**config.mk**
```make
export PLATFORM = sky130hd
export DESIGN_NAME = signed_modular_exponentiation_core
export DESIGN_NICKNAME = d
export VERILOG_FILES = /design/src/sme_pkg.sv /design/src/signed_modular_exponentiation_core.sv /design/src/sme_datapath.sv /design/src/sme_ctrl.sv
export SDC_FILE = /design/constraint.sdc
export NUM_CORES = 2
export LEC_CHECK = 0
export BUFFER_PORTS_ARGS = -buffer_cell sky130_fd_sc_hd__buf_2
export CORE_MARGIN = 1
export CORE_UTILIZATION = 45
export DETAILED_ROUTE_END_ITERATION = 10
export SYNTH_ARGS = -nofsm -noshare
export SYNTH_HDL_FRONTEND = slang
export SYNTH_HIERARCHICAL = 1
export SYNTH_SLANG_ARGS = --single-unit
```
**constraint.sdc**
```tcl
create_clock -name i_clk -period 17.74 [get_ports i_clk]
set_clock_uncertainty 0.15 [all_clocks]
set_input_delay 0.887 -clock i_clk [delete_from_list [all_inputs] [get_ports i_clk]]
set_output_delay 0.887 -clock i_clk [all_outputs]
set_load 0.01 [all_outputs]
```
**src/sme_pkg.sv**
```systemverilog
`timescale 1ns / 1ps
package sme_pkg;
    localparam int WORD_BITS = 64;
    localparam int CNT_BITS  = $clog2(WORD_BITS + 1);

    localparam logic [1:0] ST_OK       = 2'd0;
    localparam logic [1:0] ST_ZERO_MOD = 2'd1;
    localparam logic [1:0] ST_NOT_INV  = 2'd2;

    typedef enum logic [3:0] {
        S_IDLE, S_CHECK, S_RDIV, S_RESID, S_ITEST, S_IDIV, S_IMUL, S_IUPD,
        S_PTEST, S_PM1, S_PSQ, S_PM2, S_FIN
    } t_state;

    typedef enum logic [1:0] { MS_QCS, MS_ACCB, MS_BB } t_msel;
    typedef enum logic { DS_BASE, DS_INV } t_dsel;

    typedef struct packed {
        logic       load;
        logic       div_start;
        t_dsel      div_sel;
        logic       mul_start;
        t_msel      mul_sel;
        logic       resid_wr;
        logic       inv_init;
        logic       inv_upd;
        logic       inv_fin;
        logic       pow_init;
        logic       acc_wr;
        logic       b_wr;
        logic       e_shift;
        logic       out_wr;
        logic       out_zero;
        logic [1:0] code;
    } t_cmd;

    typedef struct packed {
        logic mod_zero;
        logic m_one;
        logic expo_neg;
        logic div_busy;
        logic mul_busy;
        logic cr_zero;
        logic pr_one;
        logic e_zero;
        logic e_lsb;
        logic e_next_zero;
    } t_stat;
endpackage

```
**src/signed_modular_exponentiation_core.sv**
```systemverilog
`timescale 1ns / 1ps
// Computes base^exponent mod |modulus| on signed 64-bit words, the result taking the sign of
// the modulus; status 1 flags a zero modulus and status 2 a base with no inverse for a
// negative exponent. One word is in flight at a time: a residue divide, then for a negative
// exponent up to about 92 Euclid rounds, each a divide plus a bit-serial multiply, then a
// power loop of up to 125 modular multiplies, up to a multiply and a square per exponent
// bit. The shared restoring divider and the add-and-double multiplier work one bit per cycle
// each. A finished result waits in the output register while the next word is taken.
module signed_modular_exponentiation_core (
    input  logic                                  i_clk,
    input  logic                                  i_rst_n,
    input  logic                                  i_in_valid,
    output logic                                  o_in_stall,
    input  logic signed [sme_pkg::WORD_BITS-1:0]  i_base,
    input  logic signed [sme_pkg::WORD_BITS-1:0]  i_exponent,
    input  logic signed [sme_pkg::WORD_BITS-1:0]  i_modulus,
    output logic                                  o_out_valid,
    input  logic                                  i_out_stall,
    output logic signed [sme_pkg::WORD_BITS-1:0]  o_result,
    output logic [1:0]                            o_status
);
    import sme_pkg::*;

    t_cmd  w_cmd;
    t_stat w_stat;

    sme_ctrl u_ctrl (
        .i_clk       (i_clk),
        .i_rst_n     (i_rst_n),
        .i_in_valid  (i_in_valid),
        .o_in_stall  (o_in_stall),
        .o_out_valid (o_out_valid),
        .i_out_stall (i_out_stall),
        .i_stat      (w_stat),
        .o_cmd       (w_cmd)
    );

    sme_datapath u_dp (
        .i_clk      (i_clk),
        .i_rst_n    (i_rst_n),
        .i_cmd      (w_cmd),
        .o_stat     (w_stat),
        .i_base     (i_base),
        .i_exponent (i_exponent),
        .i_modulus  (i_modulus),
        .o_result   (o_result),
        .o_status   (o_status)
    );
endmodule

```
**src/sme_datapath.sv**
```systemverilog
`timescale 1ns / 1ps
module sme_datapath (
    input  logic                                  i_clk,
    input  logic                                  i_rst_n,
    input  sme_pkg::t_cmd                         i_cmd,
    output sme_pkg::t_stat                        o_stat,
    input  logic signed [sme_pkg::WORD_BITS-1:0]  i_base,
    input  logic signed [sme_pkg::WORD_BITS-1:0]  i_exponent,
    input  logic signed [sme_pkg::WORD_BITS-1:0]  i_modulus,
    output logic signed [sme_pkg::WORD_BITS-1:0]  o_result,
    output logic [1:0]                            o_status
);
    import sme_pkg::*;
    localparam int W = WORD_BITS;

    logic [W-1:0] r_base, r_expo, r_m, r_b, r_e, r_acc;
    logic         r_mneg;
    logic [W-1:0] r_pr, r_cr, r_ps, r_cs;
    logic [W-1:0] r_drem, r_dq, r_dd;
    logic [CNT_BITS-1:0] r_dcnt;
    logic [W-1:0] r_mx, r_my, r_macc;
    logic signed [W-1:0] r_result;
    logic [1:0]   r_status;

    logic [W:0]   w_sh, w_sub;
    logic [W:0]   w_s1, w_s2;
    logic [W-1:0] w_add1, w_add2;
    logic [W-1:0] w_mx0, w_my0, w_qs, w_ns, w_resid, w_babs, w_eabs;

    assign w_babs = r_base[W-1] ? ('0 - r_base) : r_base;
    assign w_eabs = r_expo[W-1] ? ('0 - r_expo) : r_expo;

    // restoring divider step
    assign w_sh  = {r_drem, r_dq[W-1]};
    assign w_sub = w_sh - {1'b0, r_dd};

    // add-and-double step
    assign w_s1   = {1'b0, r_macc} + {1'b0, r_mx};
    assign w_add1 = (w_s1 >= {1'b0, r_m}) ? W'(w_s1 - {1'b0, r_m}) : w_s1[W-1:0];
    assign w_s2   = {1'b0, r_mx} + {1'b0, r_mx};
    assign w_add2 = (w_s2 >= {1'b0, r_m}) ? W'(w_s2 - {1'b0, r_m}) : w_s2[W-1:0];

    always_comb begin
        unique case (i_cmd.mul_sel)
            MS_QCS:  begin w_mx0 = r_dq;  w_my0 = r_cs; end
            MS_ACCB: begin w_mx0 = r_acc; w_my0 = r_b;  end
            default: begin w_mx0 = r_b;   w_my0 = r_b;  end
        endcase
    end

    assign w_qs    = r_macc;
    assign w_ns    = (r_ps >= w_qs) ? (r_ps - w_qs) : (r_ps + (r_m - w_qs));
    assign w_resid = (r_base[W-1] && r_drem != '0) ? (r_m - r_drem) : r_drem;

    always_ff @(posedge i_clk) begin
        if (!i_rst_n) begin
            r_dcnt <= '0;
            r_my   <= '0;
        end else begin
            if (i_cmd.div_start) begin
                r_dcnt <= CNT_BITS'(W);
                r_drem <= '0;
                if (i_cmd.div_sel == DS_BASE) begin
                    r_dq <= w_babs;
                    r_dd <= r_m;
                end else begin
                    r_dq <= r_pr;
                    r_dd <= r_cr;
                end
            end else if (r_dcnt != '0) begin
                r_dcnt <= r_dcnt - 1'b1;
                if (!w_sub[W]) begin
                    r_drem <= w_sub[W-1:0];
                    r_dq   <= {r_dq[W-2:0], 1'b1};
                end else begin
                    r_drem <= w_sh[W-1:0];
                    r_dq   <= {r_dq[W-2:0], 1'b0};
                end
            end
            if (i_cmd.mul_start) begin
                r_mx   <= (w_mx0 >= r_m) ? (w_mx0 - r_m) : w_mx0;
                r_my   <= w_my0;
                r_macc <= '0;
            end else if (r_my != '0) begin
                if (r_my[0]) r_macc <= w_add1;
                r_mx <= w_add2;
                r_my <= r_my >> 1;
            end
        end
    end

    always_ff @(posedge i_clk) begin
        if (i_cmd.load) begin
            r_base <= i_base;
            r_expo <= i_exponent;
            r_mneg <= i_modulus[W-1];
            r_m    <= i_modulus[W-1] ? ('0 - i_modulus) : i_modulus;
        end
        if (i_cmd.resid_wr) r_b <= w_resid;
        if (i_cmd.inv_init) begin
            r_pr <= w_resid;
            r_cr <= r_m;
            r_ps <= W'(1);
            r_cs <= '0;
        end
        if (i_cmd.inv_upd) begin
            r_pr <= r_cr;
            r_cr <= r_drem;
            r_ps <= r_cs;
            r_cs <= w_ns;
        end
        if (i_cmd.inv_fin) r_b <= r_ps;
        if (i_cmd.pow_init) begin
            r_e   <= w_eabs;
            r_acc <= W'(1);
        end
        if (i_cmd.acc_wr)  r_acc <= r_macc;
        if (i_cmd.b_wr)    r_b   <= r_macc;
        if (i_cmd.e_shift) r_e   <= r_e >> 1;
        if (i_cmd.out_wr) begin
            r_status <= i_cmd.code;
            if (i_cmd.code != ST_OK || i_cmd.out_zero) r_result <= '0;
            else if (r_mneg && r_acc != '0)           r_result <= r_acc - r_m;
            else                                       r_result <= r_acc;
        end
    end

    assign o_stat.mod_zero    = (r_m == '0);
    assign o_stat.m_one       = (r_m == W'(1));
    assign o_stat.expo_neg    = r_expo[W-1];
    assign o_stat.div_busy    = (r_dcnt != '0);
    assign o_stat.mul_busy    = (r_my != '0);
    assign o_stat.cr_zero     = (r_cr == '0);
    assign o_stat.pr_one      = (r_pr == W'(1));
    assign o_stat.e_zero      = (r_e == '0);
    assign o_stat.e_lsb       = r_e[0];
    assign o_stat.e_next_zero = ((r_e >> 1) == '0);

    assign o_result = r_result;
    assign o_status = r_status;
endmodule

```
**src/sme_ctrl.sv**
```systemverilog
`timescale 1ns / 1ps
module sme_ctrl (
    input  logic           i_clk,
    input  logic           i_rst_n,
    input  logic           i_in_valid,
    output logic           o_in_stall,
    output logic           o_out_valid,
    input  logic           i_out_stall,
    input  sme_pkg::t_stat i_stat,
    output sme_pkg::t_cmd  o_cmd
);
    import sme_pkg::*;

    t_state     r_state, n_state;
    logic [1:0] r_code, n_code;
    logic       r_zero, n_zero;
    logic       r_out_valid;
    logic       w_out_free;

    assign w_out_free = !r_out_valid || !i_out_stall;
    assign o_in_stall = (r_state != S_IDLE);
    assign o_out_valid = r_out_valid;

    always_comb begin
        n_state = r_state;
        n_code  = r_code;
        n_zero  = r_zero;
        unique case (r_state)
            S_IDLE: if (i_in_valid) begin
                n_state = S_CHECK;
                n_code  = ST_OK;
                n_zero  = 1'b0;
            end
            S_CHECK: begin
                if (i_stat.mod_zero) begin
                    n_state = S_FIN;
                    n_code  = ST_ZERO_MOD;
                end else if (i_stat.m_one) begin
                    n_state = S_FIN;
                    n_zero  = 1'b1;
                end else begin
                    n_state = S_RDIV;
                end
            end
            S_RDIV:  if (!i_stat.div_busy) n_state = S_RESID;
            S_RESID: n_state = i_stat.expo_neg ? S_ITEST : S_PTEST;
            S_ITEST: begin
                if (!i_stat.cr_zero) begin
                    n_state = S_IDIV;
                end else if (i_stat.pr_one) begin
                    n_state = S_PTEST;
                end else begin
                    n_state = S_FIN;
                    n_code  = ST_NOT_INV;
                end
            end
            S_IDIV:  if (!i_stat.div_busy) n_state = S_IMUL;
            S_IMUL:  if (!i_stat.mul_busy) n_state = S_IUPD;
            S_IUPD:  n_state = S_ITEST;
            S_PTEST: begin
                if (i_stat.e_zero)     n_state = S_FIN;
                else if (i_stat.e_lsb) n_state = S_PM1;
                else                   n_state = S_PSQ;
            end
            S_PM1:   if (!i_stat.mul_busy) n_state = S_PSQ;
            S_PSQ:   n_state = i_stat.e_next_zero ? S_FIN : S_PM2;
            S_PM2:   if (!i_stat.mul_busy) n_state = S_PTEST;
            S_FIN:   if (w_out_free) n_state = S_IDLE;
            default: n_state = S_IDLE;
        endcase
    end

    always_comb begin
        o_cmd          = '0;
        o_cmd.div_sel  = DS_BASE;
        o_cmd.mul_sel  = MS_QCS;
        o_cmd.code     = r_code;
        o_cmd.out_zero = r_zero;
        unique case (r_state)
            S_IDLE:  o_cmd.load = i_in_valid;
            S_CHECK: o_cmd.div_start = !i_stat.mod_zero && !i_stat.m_one;
            S_RESID: o_cmd.resid_wr = 1'b1;
            S_ITEST: begin
                if (!i_stat.cr_zero) begin
                    o_cmd.div_start = 1'b1;
                    o_cmd.div_sel   = DS_INV;
                end else if (i_stat.pr_one) begin
                    o_cmd.inv_fin  = 1'b1;
                    o_cmd.pow_init = 1'b1;
                end
            end
            S_IDIV: if (!i_stat.div_busy) begin
                o_cmd.mul_start = 1'b1;
                o_cmd.mul_sel   = MS_QCS;
            end
            S_IUPD: o_cmd.inv_upd = 1'b1;
            S_PTEST: if (!i_stat.e_zero && i_stat.e_lsb) begin
                o_cmd.mul_start = 1'b1;
                o_cmd.mul_sel   = MS_ACCB;
            end
            S_PM1: o_cmd.acc_wr = !i_stat.mul_busy;
            S_PSQ: begin
                o_cmd.e_shift = 1'b1;
                if (!i_stat.e_next_zero) begin
                    o_cmd.mul_start = 1'b1;
                    o_cmd.mul_sel   = MS_BB;
                end
            end
            S_PM2: o_cmd.b_wr = !i_stat.mul_busy;
            S_FIN: o_cmd.out_wr = w_out_free;
            default: o_cmd.load = 1'b0;
        endcase
        // non-negative exponent path enters the power loop straight from residue
        if (r_state == S_RESID && !i_stat.expo_neg) o_cmd.pow_init = 1'b1;
        if (r_state == S_RESID && i_stat.expo_neg)  o_cmd.inv_init = 1'b1;
    end

    always_ff @(posedge i_clk) begin
        if (!i_rst_n) begin
            r_state     <= S_IDLE;
            r_code      <= ST_OK;
            r_zero      <= 1'b0;
            r_out_valid <= 1'b0;
        end else begin
            r_state <= n_state;
            r_code  <= n_code;
            r_zero  <= n_zero;
            if (o_cmd.out_wr)      r_out_valid <= 1'b1;
            else if (!i_out_stall) r_out_valid <= 1'b0;
        end
    end

    a_out_free: assert property (@(posedge i_clk) disable iff (!i_rst_n)
        o_cmd.out_wr |-> w_out_free) else $error("result word overwritten");
    a_mul_idle: assert property (@(posedge i_clk) disable iff (!i_rst_n)
        o_cmd.mul_start |-> !i_stat.mul_busy) else $error("mul started while busy");
    a_div_idle: assert property (@(posedge i_clk) disable iff (!i_rst_n)
        o_cmd.div_start |-> !i_stat.div_busy) else $error("div started while busy");
    a_out_set: assert property (@(posedge i_clk) disable iff (!i_rst_n)
        o_cmd.out_wr |=> r_out_valid) else $error("result word not presented");
endmodule
```
-- Word-level counts from Yosys, hierarchy flattened
Cells that the tools add are included.
- register bits after elaboration: 1106
- input bits: 196
- output and inout port bits: 68
- logic and storage cells: 206
- add/subtract/negate cells: 15
- $lt $le $gt $ge: 4
- equal/unequal tests: 28
- mux-type cells: 87
- bitwise logic cells: 1
- reduce and logical (&&, ||, !) cells: 44
- operators with widths (operator ; count):
    2-to-1 mux 64 bit ; 34
    subtractor 64 bit ; 7
    logical NOT 64 bit ; 4
    nonzero test 64 bit ; 3
    subtractor 1 x 64 -> 64 bit (first input constant) ; 3
    2-to-1 mux 63 bit ; 3
    adder 64 x 64 -> 65 bit ; 2
    >= comparator 65 x 64 -> 1 bit ; 2
    == test 64 x 1 -> 1 bit (second input constant) ; 2
    >= comparator 64 bit ; 2
    case mux 64 bit (2 select lines) ; 1
    subtractor 65 x 64 -> 65 bit ; 1
    adder 64 bit ; 1
    case mux 4 bit (13 select lines) ; 1
    2-to-1 mux 4 bit ; 12
    == test 4 bit (second input constant) ; 5
    2-to-1 mux 2 bit ; 9
    == test 4 x 3 -> 1 bit (second input constant) ; 4
    2-to-1 mux 1 bit ; 16
    != test 2 bit (second input constant) ; 8
    nonzero test 2 bit ; 8
    2-to-1 mux 3 bit ; 5
    2-to-1 mux 7 bit ; 2
    != test 2 x 1 -> 1 bit (second input constant) ; 5
    22 further kinds ; 39

-- Logic depth before layout (Yosys ltp)
- depth in word-level cells: 10
- mapped depth: 30

-- Cells and area by module
Netlist, hierarchy kept.
- by module, submodules not included (module ; instances ; cells each ; area each (µm²)):
    sme_datapath ; 1 ; 9872 ; 86543.0
    sme_ctrl ; 1 ; 105 ; 740.7

-- Least setup slack after synthesis
No wires, ideal clock.
- path type: register to register
- start: register u_dp.r_mx[0]
- end: register u_dp.r_macc[24], data pin
- library setup time: 266 ps
- data arrival time: 6302 ps
- data required time: 17324 ps
- slack: 11022 ps
- stages on the path, launching flop included: 27
- path buffers: 3
- path through: edfxtp_1 ha_1 fa_1 a211oi_1 o21ai_0 a22oi_1 a211oi_1 a211oi_1 o21ai_0 a221o_1 a21oi_1 o221ai_1 a21boi_0 xnor2_1 ha_1 clkbuf_1 nand2_1 or4_1 or4_1 nor3_1 nor3_1 nand3_1 or3_1 clkbuf_1 clkbuf_1 mux2i_1 nor2_1
- word-level cells in the longest chain between the ends: 5
- ends and longest elaborated chain (element ; line ; text):
    start, declared ; sme_datapath.sv:21 ; logic [W-1:0] r_mx, r_my, r_macc;
    start signal, assigned ; sme_datapath.sv:81 ; r_mx <= (w_mx0 >= r_m) ? (w_mx0 - r_m) : w_mx0;
    start signal, assigned ; sme_datapath.sv:86 ; r_mx <= w_add2;
    adder 64 x 64 -> 65 bit (*) ; sme_datapath.sv:38 ; assign w_s1 = {1'b0, r_macc} + {1'b0, r_mx};
    subtractor 64 bit / >= comparator 65 x 64 -> 1 bit (equally long branches) ; sme_datapath.sv:39 ; assign w_add1 = (w_s1 >= {1'b0, r_m}) ? W'(w_s1 - {1'b0, r_m}) : w_s1[W-1:0];
    2-to-1 mux 64 bit (*) ; sme_datapath.sv:39 ;
    2-to-1 mux 64 bit (*) ; sme_datapath.sv:85 ; if (r_my[0]) r_macc <= w_add1;
    2-to-1 mux 64 bit (*) ; sme_datapath.sv:84 ; end else if (r_my != '0) begin
    end signal, assigned ; sme_datapath.sv:85 ;
    end, declared ; sme_datapath.sv:21 ;
Every way passes the cells marked *; elsewhere a longest branch is shown, timed or not. The select of a mux whose other input is x is not followed.
A chain may end at the register's enable or synchronous reset.

==> impl_metrics.json <==
{
  "clk_pin_slew_worst_paths_ns": 0.06,
  "r2r_end": "u_dp/r_mx[10]",
  "cts_sinks": 1106,
  "rrSetupSlack_ns": 8.59,
  "tightestPinTransition_ns": 1.52,
  "post-route-period-util_pct": 51.6,
  "drive_gt1_share_pct": 8.07,
  "hp-class": "in -> reg",
  "dominantRegCellSynth": "edfxtp_1",
  "path_delay_family": "compound AO/OA/AOI/OAI gates",
  "num_rows": 161,
  "fillers": 18339,
  "setup_tns_ns": 0,
  "gp_congestion": 1.05,
  "grt_pass1_vias": 74512,
  "endpoint": "u_dp/r_mx[10]",
  "drt_iter0_markers": 8997,
  "cp_cell_sequence": "nor4_1, nand4_1, nor4_2, nor2b_1, nor3_2, buf_4, mux2i_1, nor2_1, a21oi_1, ha_1, inv_1, fa_1, a21o_1, nand3_1, a21oi_1, a21oi_1, o21ai_0, a21boi_0, o211ai_1, o2111ai_1, nand2_4, buf_4, o21ai_0, a21oi_1",
  "finalMaxSlewViolations": 2,
  "ff2ff_path_depth": 24,
  "rsz0062_at_grt": "no",
  "yosysWarnings": 6,
  "synth-seq-cells": 1106,
  "finalInstanceArea_mm2": 0.0959,
  "synth.net_count": 10821,
  "cts_tree": "built",
  "startpoint_type": "register",
  "startpoint": "u_dp/r_e[38]",
  "drt_wl_total_mm": 368,
  "vias": 79199,
  "post_synth_xor_area_fraction_pct": 7.22,
  "syn_to_final_growth_pct": 9.91,
  "max_freq_mhz": 109,
  "worstPathRequired_ns": 18.12,
  "final_common_cell": "nand2_1",
  "track_usage_pct": 36.5,
  "ys_seq_area_share_pct": 37.1,
  "cts_made_buffers": 140,
  "synth_compound_area_share_pct": 21.3,
  "crit_cells": 24,
  "clockRootBuffer": "clkbuf_16",
  "grt-ovfl-total": 0,
  "fin_crit_ns": 9.15,
  "rr_startpoint": "u_dp/r_e[38]",
  "layout.area.seq_mm2": 0.0324,
  "cts_hold_buffers": 0,
  "synth.distinct_cells": 90,
  "cp_common_cell": "a21oi_1",
  "setup_viol": 0,
  "topRoutingLayerUsed": "met5",
  "dieWidth_um": 442,
  "antenna_found_initial": 28,
  "postRouteAntennaNets": 0,
  "met3WireLength_mm": 37.5,
  "final_cell_mix": "1261 x nand2_1, 1026 x edfxtp_1, 953 x o21ai_0",
  "synthAdderAreaFrac_pct": 9.90,
  "cp_slowest_stage_delay_ns": 1.07,
  "dr.pass1.iters": 7,
  "post_cts.repair.setup_buffers": 0,
  "grt_pass1_wl_mm": 519,
  "cp_num_buf_inv": 3,
  "die_area_mm2": 0.196,
  "synth-simple-area-share_pct": 16.5,
  "cap_violations": 1,
  "synth_edf_count": 1026,
  "wire_per_inst_um": 29.1,
  "core_area_mm2": 0.193,
  "cts_buffer_depth": 3,
  "via_per_inst": 6.25,
  "grt_start_max_net_pins": 135,
  "hold_violations": 0,
  "synthMuxAreaShare_pct": 3.14,
  "io_buffers": 263,
  "placed_area_mm2": 0.0912,
  "maxSlewHeadroom_pct": -2.02,
  "cp_slowest_cell": "a21boi_0",
  "worst_ep_arrival_time_ns": 9.53,
  "avgSynthCellArea_um2": 8.75,
  "post_cts_resize_count": 0,
  "async_reset_ff_share_pct": 0,
  "synth_top_family_by_area": "compound AO/OA/AOI/OAI gates",
  "path_max_fanout": 66,
  "synth_cells": 9977,
  "cp-end-kind": "register",
  "violations": "capacitance limit, slew limit",
  "fin_hold_ws_ns": 0.0941,
  "multi_input_area_mm2": 0.0509,
  "met1_length_mm": 156,
  "die_h_um": 442,
  "io_pins": 264,
  "syn_area_mm2": 0.0873,
  "hpwl_mm": 299,
  "criticalPathCategory": "reg -> reg",
  "fin_nets": 10856,
  "cts_max_level": 4,
  "clock_latency_ns": 0.81,
  "outcome": "finished with violations",
  "start_util_pct": 45.3,
  "dr_wl_met2_mm": 152,
  "post-route-drc-count": 0
}
[synthesized netlist by cell type (all sizes together) (35+ instances only)]
master	count	area [um^2]
dfxtp	80	1600
nand2b	105	664
o211ai	61	458
and3	47	294
xnor2	400	3500
edfxtp	1026	30800
nand4	169	1060
a21o	335	2510
mux2i	149	1490
nand3	121	606
clkbuf	473	1780
nand2	1262	4740
fa	71	1420
or3	84	546
o21bai	97	728
mux2	111	1250
inv	608	2280
o21ai	963	4820
or4	43	330
nor4	152	951
a311oi	68	596
nor2	642	2410
a31oi	68	425
o31ai	89	682
o21a	66	495
and2	158	988
xor2	320	2800
a21oi	931	4660
nor3	101	510
or2	35	219
ha	577	7220
nor2b	69	432
a211oi	126	946
[worst register-to-register path: stages (launching register included)]
cell and delay (ns):
edfxtp_1 0.39, nor4_1 0.55, nand4_1 0.23, nor4_2 0.94
nor2b_1 0.37, nor3_2 0.09, buf_4 0.30, mux2i_1 0.30
nor2_1 0.06, a21oi_1 0.19, ha_1 0.22, inv_1 0.06
fa_1 0.46, a21o_1 0.20, nand3_1 0.11, a21oi_1 0.12
a21oi_1 0.27, o21ai_0 0.32, a21boi_0 1.07, o211ai_1 0.56
o2111ai_1 0.51, nand2_4 0.40, buf_4 0.48, o21ai_0 0.41
a21oi_1 0.11
[through the flow]
step,cells,setup WS (ns),util (%)
final,12668,8.59,49.8
after global placement,12396,8.92,47.3
after detailed placement,12396,8.66,47.3
after CTS,12651,8.59,49.8
after floorplan,9977,11.02,-
after global routing,12660,8.23,49.8
[registers in the layout, summed over array words and instances, names as in the netlist]
name and flops:
u_dp/r_cs 64, u_dp/r_dq 64, u_ctrl/o_out_valid 1, u_dp/r_drem 64, u_dp/r_pr 64, u_dp/r_dcnt 7, u_dp/r_b 64, u_dp/r_cr 64
u_dp/r_macc 64, u_dp/r_mneg 1, u_dp/r_expo 64, u_dp/r_mx 64, u_dp/o_result 64, u_dp/r_e 64, u_dp/r_dd 64, u_dp/o_status 2
u_ctrl/r_code 2, u_dp/r_base 64, u_dp/r_m 64, u_dp/r_acc 64, u_dp/r_ps 64, u_ctrl/r_state 4, u_dp/r_my 64, u_ctrl/r_zero 1
[cell type report]
| type | count | area share, % |
|---|---|---|
| Tap cell | 2526 | 3.29 |
| Timing Repair Buffer | 397 | 2.47 |
| Clock buffer | 165 | 3.80 |
| Sequential cell | 1106 | 33.8 |
| Antenna cell | 17 | 0.0443 |
| Clock inverter | 90 | 1.13 |
| Multi-Input combinational cell | 7758 | 53.1 |
| Inverter | 609 | 2.38 |
[metal layers]
| layer | global-route usage (%) | vias to the layer above |
|---|---|---|
| li1 | - | 36392 |
| met1 | 50.3 | 38356 |
| met2 | 53.0 | 3854 |
| met3 | 7.88 | 587 |
| met4 | 19.7 | 10 |
| met5 | 0 | - |
[kinds of logic after synthesis]
| logic type | Yosys count |
|---|---|
| buffers and inverters | 1113 |
| AOI/OAI and AO/OA | 3070 |
| muxes | 260 |
| xor gates and xnor gates | 720 |
| adders and majority gates | 648 |
| and+or+nand+nor | 3060 |
| DFF | 1106 |
[worst min-delay path by stage]
| stage | from | endpoint | slack [ns] | cells after the start |
|---|---|---|---|---|
| floorplan | u_ctrl/r_code[1] | u_dp/o_status[1] | 0.29 | 0 |
| global placement | u_dp/r_my[3] | u_dp/r_my[2] | 0.33 | 2 |
| detailed placement | u_dp/r_e[63] | u_dp/r_e[63] | 0.34 | 2 |
| CTS | i_exponent[52] | u_dp/r_expo[52] | 0.05 | 1 |
| global route | i_base[11] | u_dp/r_base[11] | 0.06 | 1 |
| finish | i_base[10] | u_dp/r_base[10] | 0.09 | 1 |
Power is left out: the tool's default activity adds up to more than one toggle a clock period on the data nets, which glitch-free logic cannot reach.
